[config.mk]
export PLATFORM = sky130hd
export DESIGN_NAME = rieu_ctrl
export DESIGN_NICKNAME = d
export VERILOG_FILES = /design/src/sv/rieu_pkg.sv /design/src/sv/rieu_ctrl.sv
export SDC_FILE = /design/constraint.sdc
export NUM_CORES = 1
export LEC_CHECK = 0
export BUFFER_PORTS_ARGS = -buffer_cell sky130_fd_sc_hd__buf_2
export CORE_AREA = 8 8 45 47
export CTS_CLUSTER_SIZE = 12
export DETAILED_ROUTE_END_ITERATION = 16
export DIE_AREA = 0 0 53 55
export REMOVE_ABC_BUFFERS = 1
export SYNTH_ARGS = -nofsm -noshare
export SYNTH_HDL_FRONTEND = slang
export SYNTH_SLANG_ARGS = --single-unit
[constraint.sdc]
create_clock -name clk_i -period 1.2 [get_ports clk_i]
set_input_delay 0.24 -clock clk_i [delete_from_list [all_inputs] [get_ports clk_i]]
set_output_delay 0.24 -clock clk_i [all_outputs]
set_load 0.005 [all_outputs]
[src/sv/rieu_pkg.sv]
// Shared types and constants of the integer execute unit.
// Holds opcode, funct, operation, fault and configuration register codes plus the controller/datapath structs.
// No dependencies.
package rieu_pkg;

  // Default data memory size in bytes; must be a power of two from 64 upwards.
  localparam int unsigned MEM_BYTES_DEF = 4096;

  // Item operations.
  localparam logic [1:0] OP_EXEC  = 2'd0;
  localparam logic [1:0] OP_WRITE = 2'd1;
  localparam logic [1:0] OP_READ  = 2'd2;

  // Fault codes.
  localparam logic [1:0] FAULT_NONE  = 2'd0;
  localparam logic [1:0] FAULT_OVF   = 2'd1;
  localparam logic [1:0] FAULT_MISAL = 2'd2;
  localparam logic [1:0] FAULT_RANGE = 2'd3;

  // Configuration register indexes.
  localparam logic REG_TEXT_START = 1'b0;
  localparam logic REG_MEM_LIMIT  = 1'b1;

  // Primary opcodes.
  localparam logic [5:0] OPC_SPECIAL = 6'h00;
  localparam logic [5:0] OPC_J       = 6'h02;
  localparam logic [5:0] OPC_JAL     = 6'h03;
  localparam logic [5:0] OPC_BEQ     = 6'h04;
  localparam logic [5:0] OPC_BNE     = 6'h05;
  localparam logic [5:0] OPC_ADDI    = 6'h08;
  localparam logic [5:0] OPC_ADDIU   = 6'h09;
  localparam logic [5:0] OPC_SLTI    = 6'h0a;
  localparam logic [5:0] OPC_SLTIU   = 6'h0b;
  localparam logic [5:0] OPC_ANDI    = 6'h0c;
  localparam logic [5:0] OPC_ORI     = 6'h0d;
  localparam logic [5:0] OPC_XORI    = 6'h0e;
  localparam logic [5:0] OPC_LB      = 6'h20;
  localparam logic [5:0] OPC_LH      = 6'h21;
  localparam logic [5:0] OPC_LW      = 6'h23;
  localparam logic [5:0] OPC_LBU     = 6'h24;
  localparam logic [5:0] OPC_LHU     = 6'h25;
  localparam logic [5:0] OPC_SB      = 6'h28;
  localparam logic [5:0] OPC_SH      = 6'h29;
  localparam logic [5:0] OPC_SW      = 6'h2b;

  // Funct codes of the special opcode.
  localparam logic [5:0] FN_SLL  = 6'h00;
  localparam logic [5:0] FN_JR   = 6'h08;
  localparam logic [5:0] FN_MULT = 6'h18;
  localparam logic [5:0] FN_ADD  = 6'h20;
  localparam logic [5:0] FN_ADDU = 6'h21;
  localparam logic [5:0] FN_SUB  = 6'h22;
  localparam logic [5:0] FN_SUBU = 6'h23;
  localparam logic [5:0] FN_AND  = 6'h24;
  localparam logic [5:0] FN_OR   = 6'h25;
  localparam logic [5:0] FN_XOR  = 6'h26;
  localparam logic [5:0] FN_NOR  = 6'h27;
  localparam logic [5:0] FN_SLT  = 6'h2a;
  localparam logic [5:0] FN_SLTU = 6'h2b;

  typedef struct packed {
    logic capture;   // latch the incoming beat
    logic exec;      // decode, execute and commit
    logic finish;    // complete a memory read
    logic res_we;    // keep the current result
    logic out_load;  // load the output register
    logic out_sel;   // take the kept result rather than the live one
  } rieu_cmd_t;

  typedef struct packed {
    logic needs_load;
  } rieu_status_t;

endpackage

[src/sv/rieu_ctrl.sv]
// Controller of the integer execute unit: sequences capture, execute, load and output.
// Depends on rieu_pkg.
module rieu_ctrl (
  input  logic                  clk_i,
  input  logic                  rst_ni,
  input  logic                  in_valid_i,
  output logic                  in_ready_o,
  output logic                  out_valid_o,
  input  logic                  out_ready_i,
  input  rieu_pkg::rieu_status_t status_i,
  output rieu_pkg::rieu_cmd_t    cmd_o
);
  import rieu_pkg::*;

  typedef enum logic [1:0] {
    S_IDLE,
    S_EXEC,
    S_LOAD,
    S_HOLD
  } state_e;

  state_e state_q, state_d;
  logic   out_valid_q, out_valid_d;
  logic   slot_free;

  assign slot_free = !out_valid_q || out_ready_i;

  always_comb begin
    state_d = state_q;
    cmd_o   = '0;
    unique case (state_q)
      S_IDLE: begin
        if (in_valid_i) begin
          cmd_o.capture = 1'b1;
          state_d       = S_EXEC;
        end
      end
      S_EXEC: begin
        cmd_o.exec   = 1'b1;
        cmd_o.res_we = 1'b1;
        if (status_i.needs_load) begin
          state_d = S_LOAD;
        end else if (slot_free) begin
          cmd_o.out_load = 1'b1;
          state_d        = S_IDLE;
        end else begin
          state_d = S_HOLD;
        end
      end
      S_LOAD: begin
        cmd_o.finish = 1'b1;
        cmd_o.res_we = 1'b1;
        if (slot_free) begin
          cmd_o.out_load = 1'b1;
          state_d        = S_IDLE;
        end else begin
          state_d = S_HOLD;
        end
      end
      S_HOLD: begin
        if (slot_free) begin
          cmd_o.out_load = 1'b1;
          cmd_o.out_sel  = 1'b1;
          state_d        = S_IDLE;
        end
      end
      default: state_d = S_IDLE;
    endcase
  end

  always_comb begin
    out_valid_d = out_valid_q;
    if (out_ready_i) begin
      out_valid_d = 1'b0;
    end
    if (cmd_o.out_load) begin
      out_valid_d = 1'b1;
    end
  end

  always_ff @(posedge clk_i or negedge rst_ni) begin
    if (!rst_ni) begin
      state_q     <= S_IDLE;
      out_valid_q <= 1'b0;
    end else begin
      state_q     <= state_d;
      out_valid_q <= out_valid_d;
    end
  end

  assign in_ready_o  = (state_q == S_IDLE);
  assign out_valid_o = out_valid_q;

`ifndef SYNTHESIS
  // A held result only exists while the previous one is still unclaimed.
  assert property (@(posedge clk_i) disable iff (!rst_ni)
    state_q == S_HOLD |-> out_valid_q)
    else $error("hold state without a pending output");

  // The output register is never overwritten while its beat is stalled.
  assert property (@(posedge clk_i) disable iff (!rst_ni)
    cmd_o.out_load |-> !(out_valid_q && !out_ready_i))
    else $error("pending output overwritten");

  // A memory read completes only straight after an execute cycle.
  assert property (@(posedge clk_i) disable iff (!rst_ni)
    state_q == S_LOAD |-> $past(state_q) == S_EXEC)
    else $error("load state entered out of sequence");
`endif

endmodule

Yosys cells after proc, flatten, opt, wreduce, memory -nomap -nowiden
Index checks and enable logic that the tools add are counted.
- register bits after elaboration: 3
- latch bits: 0
- RAM bits: 0
- bits in read-only memories: 0
- input port bits: 5
- output and inout port bits: 8
- logic and storage cells: 30
- memories kept: 0
- $add $sub $neg: 0
- multiply operators: 0
- div/mod/pow operators: 0
- order comparisons: 0
- eq/ne operators: 5
- shift-type cells: 0
- multiplexer cells: 17
- bitwise operators: 0
- reductions and logical operators: 6
- operators with widths (kind ; count):
    $mux 1 ; 10
    $mux 2 ; 5
    $pmux 2 s4 ; 1
    $eq 2x2->1 const B ; 2
    $ne 2x2->1 const B ; 2
    $pmux 1 s3 ; 1
    $eq 2x1->1 const B ; 1
    $logic_not 2->1 ; 1
    $reduce_and 2->1 ; 1
    $reduce_bool 2->1 ; 1
    $reduce_or 2->1 ; 1
    $logic_not 1->1 ; 1
    $logic_or 1x1->1 ; 1

Depth between registers and ports, before layout
- depth in word-level cells: 6
- depth in mapped cells: 6
- gate-level depth less buffers: 5

Worst setup path before layout
Ideal clock, no wire load.
- path type: register to output
- from: register state_q[1]
- to: output cmd_o[1] (netlist name)
- arrival time: 1125 ps
- required time: 960 ps
- path slack: -165 ps
- cell stages (with the launch flop): 7
- buffers on the path: 1
- cell sequence: dfrtp_1 inv_1 ha_1 nor2b_4 nor3_2 nor3_1 buf_4
- RTL lines (what ; line ; RTL):
    start: declaration ; rieu_ctrl.sv:22 ; state_e state_q, state_d;
    start signal: assignment ; rieu_ctrl.sv:86 ; state_q <= state_d;
    end: declaration ; rieu_ctrl.sv:11 ; output rieu_pkg::rieu_cmd_t cmd_o

==> out/qor.yml <==
global_routing:
  grt_pass1_wl_um: 1110
  grt_pass1_vias: 289
  antenna_found_initial: 0
  grt_use_total: 0.0531
  grt_max_degree: 7
  overflow: 0
cells_and_area:
  n_antenna_cell: 0
  drive_gt1_frac: 0.592
  utilization: 0.317
  nNetsFinal: 59
  syn_to_final_growth_pct: 67.9
  final_area_um2: 439
floorplan:
  start_util: 0.189
  rows: 14
  fp.dieW_um: 53
  core_area_um2: 1380
  dieHeight_um: 55
  pin_count: 13
  die_area_um2: 2920
worst_setup_path:
  crit_required_ns: 0.96
  arrival_ns: 1.29
  worst-r2r-cell-count: 5
  r2r_start: "state_q[0]$_DFFE_PN0P_"
  rr_endpoint: "state_q[0]$_DFFE_PN0P_"
  ff2ff_setup_slack_ns: -0.08
  path_class: "reg2out"
  cp-end-kind: "output port"
  startpoint_type: "register"
  cp-startpoint: "state_q[0]$_DFFE_PN0P_"
  cp_max_fo: 6
synth:
  yosys.area_share.simple: 0.292
  synth_enable_flop_cells: 0
  ys_types: 17
  ys_seq_area_frac: 0.287
  synthAdderAreaFrac: 0.191
  yosysTopAreaCell: "dfrtp_1"
  syn_avg_cell_area_um2: 9.02
  post-synth-top-area-fraction: 0.287
  synth_cells: 29
  synth_flop_cell: "dfrtp_1"
  synth_warnings: 0
  async_flop_share: 1.00
  synth_xor_area_frac: 0
  yosysMostFrequentCell: "ha_1"
  synth.area.top_cells: "dfrtp_1, ha_1, a21oi_1, nor2b_4, and2_1"
  muxShareOfSynthArea: 0
  yosys_register_bits: 3
  netlist_area_um2: 262
  synth_top_family_by_area: "simple AND/OR/NAND/NOR gates"
  synthTopCellsByCount: "ha_1, a21oi_1, dfrtp_1, inv_1"
  synth-compound-area-share: 0.158
outcome:
  status: "complete, but fails checks"
  violations: "setup timing"
placement:
  place_area_um2: 349
  dp_hpwl_um: 535
  io_buffer_count: 12
  place_congestion: 0.812
clock_network:
  cts_buffer_depth: 2
  clock_latency_ns: 0.23
  numCtsBuffers: 3
  cts_tree: "done"
  cts.htree.levels: 1
  cts_root_buf: "clkbuf_4"
  clk_pin_slew_ns: 0.04
  clock-sinks: 3
sta:
  hold_viol: 0
  drv_slew: 0
  max-slew-margin-rel: 0.863
  setup_viol: 10
  max_freq_ghz: 0.654
  skew_ns: 0.00201
  tightest_slew_ns: 0.203
  holdWs_ns: 0.320
  fin_crit_ns: 1.53
  setup_slack_ns: -0.329
  fin_crit_sh: 1.27
  rsz0062_at_grt: "yes"
power:
  peakVddDrop_mv: 0.990
  leakagePower_nw: 0.218
  powerDensity_nw_per_um2: 2590
  power_mw: 1.14
drt:
  vias: 265
  via_per_inst: 4.08
  antenna_left: 0
  drt_first_pass_iters: 3
  routed_wl_um: 651
  dr_wl_met3_um: 41
  wl_per_cell_um: 10.0
  drt_iter0_drc: 1
  wl_met1_um: 244
  top_layer: "met4"
  drc_errors: 0
  wl_met2_um: 348
run:
  drv_cap: 0
worst_hold_path:
  min_path_type: "in2async"
-- logic make-up (layout without fill, tap and decap cells) --
group,Yosys count,in the layout
and+or+nand+nor,11,11
AOI/OAI and AO/OA,7,7
adders and majority gates,4,4
buffers and inverters,4,24
DFF,3,3
-- state kept, by name, summed over array words and instances (netlist names) --
name and count:
out_valid_o 1, state_q 2
-- what timing repair did --
item	CTS	global route
hold buffers	1	0
pin swaps	1	2
hold endpoints to repair	3	0
buffers inserted	0	3
gates resized for setup	9	3
cloned	0	0
setup endpoints to repair	10	10
-- through the flow --
stage / setup WS [ns] / std cells / setup TNS [ns]
2_1_floorplan: -0.0852 / 28 / -0.0852
3_3_place_gp: -0.166 / 58 / -0.247
3_5_place_dp: -0.181 / 58 / -0.325
4_1_cts: -0.384 / 63 / -1.55
5_1_grt: -0.407 / 65 / -2.28
6_report: -0.329 / 65 / -1.67
-- worst max-delay path by stage --
stage | end | slack [ns] | cells after the start
2_1_floorplan | cmd_o[1] | -0.09 | 5
3_3_place_gp | cmd_o[1] | -0.17 | 6
3_5_place_dp | cmd_o[1] | -0.18 | 6
4_1_cts | cmd_o[1] | -0.38 | 6
5_1_grt | cmd_o[1] | -0.41 | 6
6_report | cmd_o[1] | -0.33 | 4
-- worst max-delay path, cell delays in order (launching register included) --
cell and delay (ns):
dfrtp_2 0.42, inv_2 0.06, ha_1 0.27, nor3_2 0.19, buf_2 0.13
-- layout make-up --
cell class	instances	area, µm²
Sequential cell	3	76.3
Timing Repair Buffer	17	106
Tap cell	16	20.0
Fill cell	157	945
Clock buffer	4	26.3
Inverter	3	11.3
Multi-Input combinational cell	22	199
-- power by group --
group	switching, mW	total (mW)	internal (mW)	leakage, nW
Combinational	0.331	0.748	0.416	0.166
Clock	0.0516	0.176	0.125	0.0150
Sequential	0.0612	0.215	0.154	0.0370
-- placed cells by master (no fill, tap or decap), types with 2 or more instances in the layout --
cell type,synthesis,layout
and2_1,2,2
buf_2,0,11
ha_2,0,2
inv_2,0,2
o21ai_1,2,2
a21oi_1,3,3
buf_4,1,4
dfrtp_1,3,2
nand2b_1,2,2
clkbuf_4,0,3
-- routing by layer --
layer,GRT usage,vias to the layer above
met5,0,-
met4,0.0647,0
met3,0.0134,2
met2,0.0918,7
met1,0.0458,121
li1,-,135
Power figures use the tool's default switching activity.
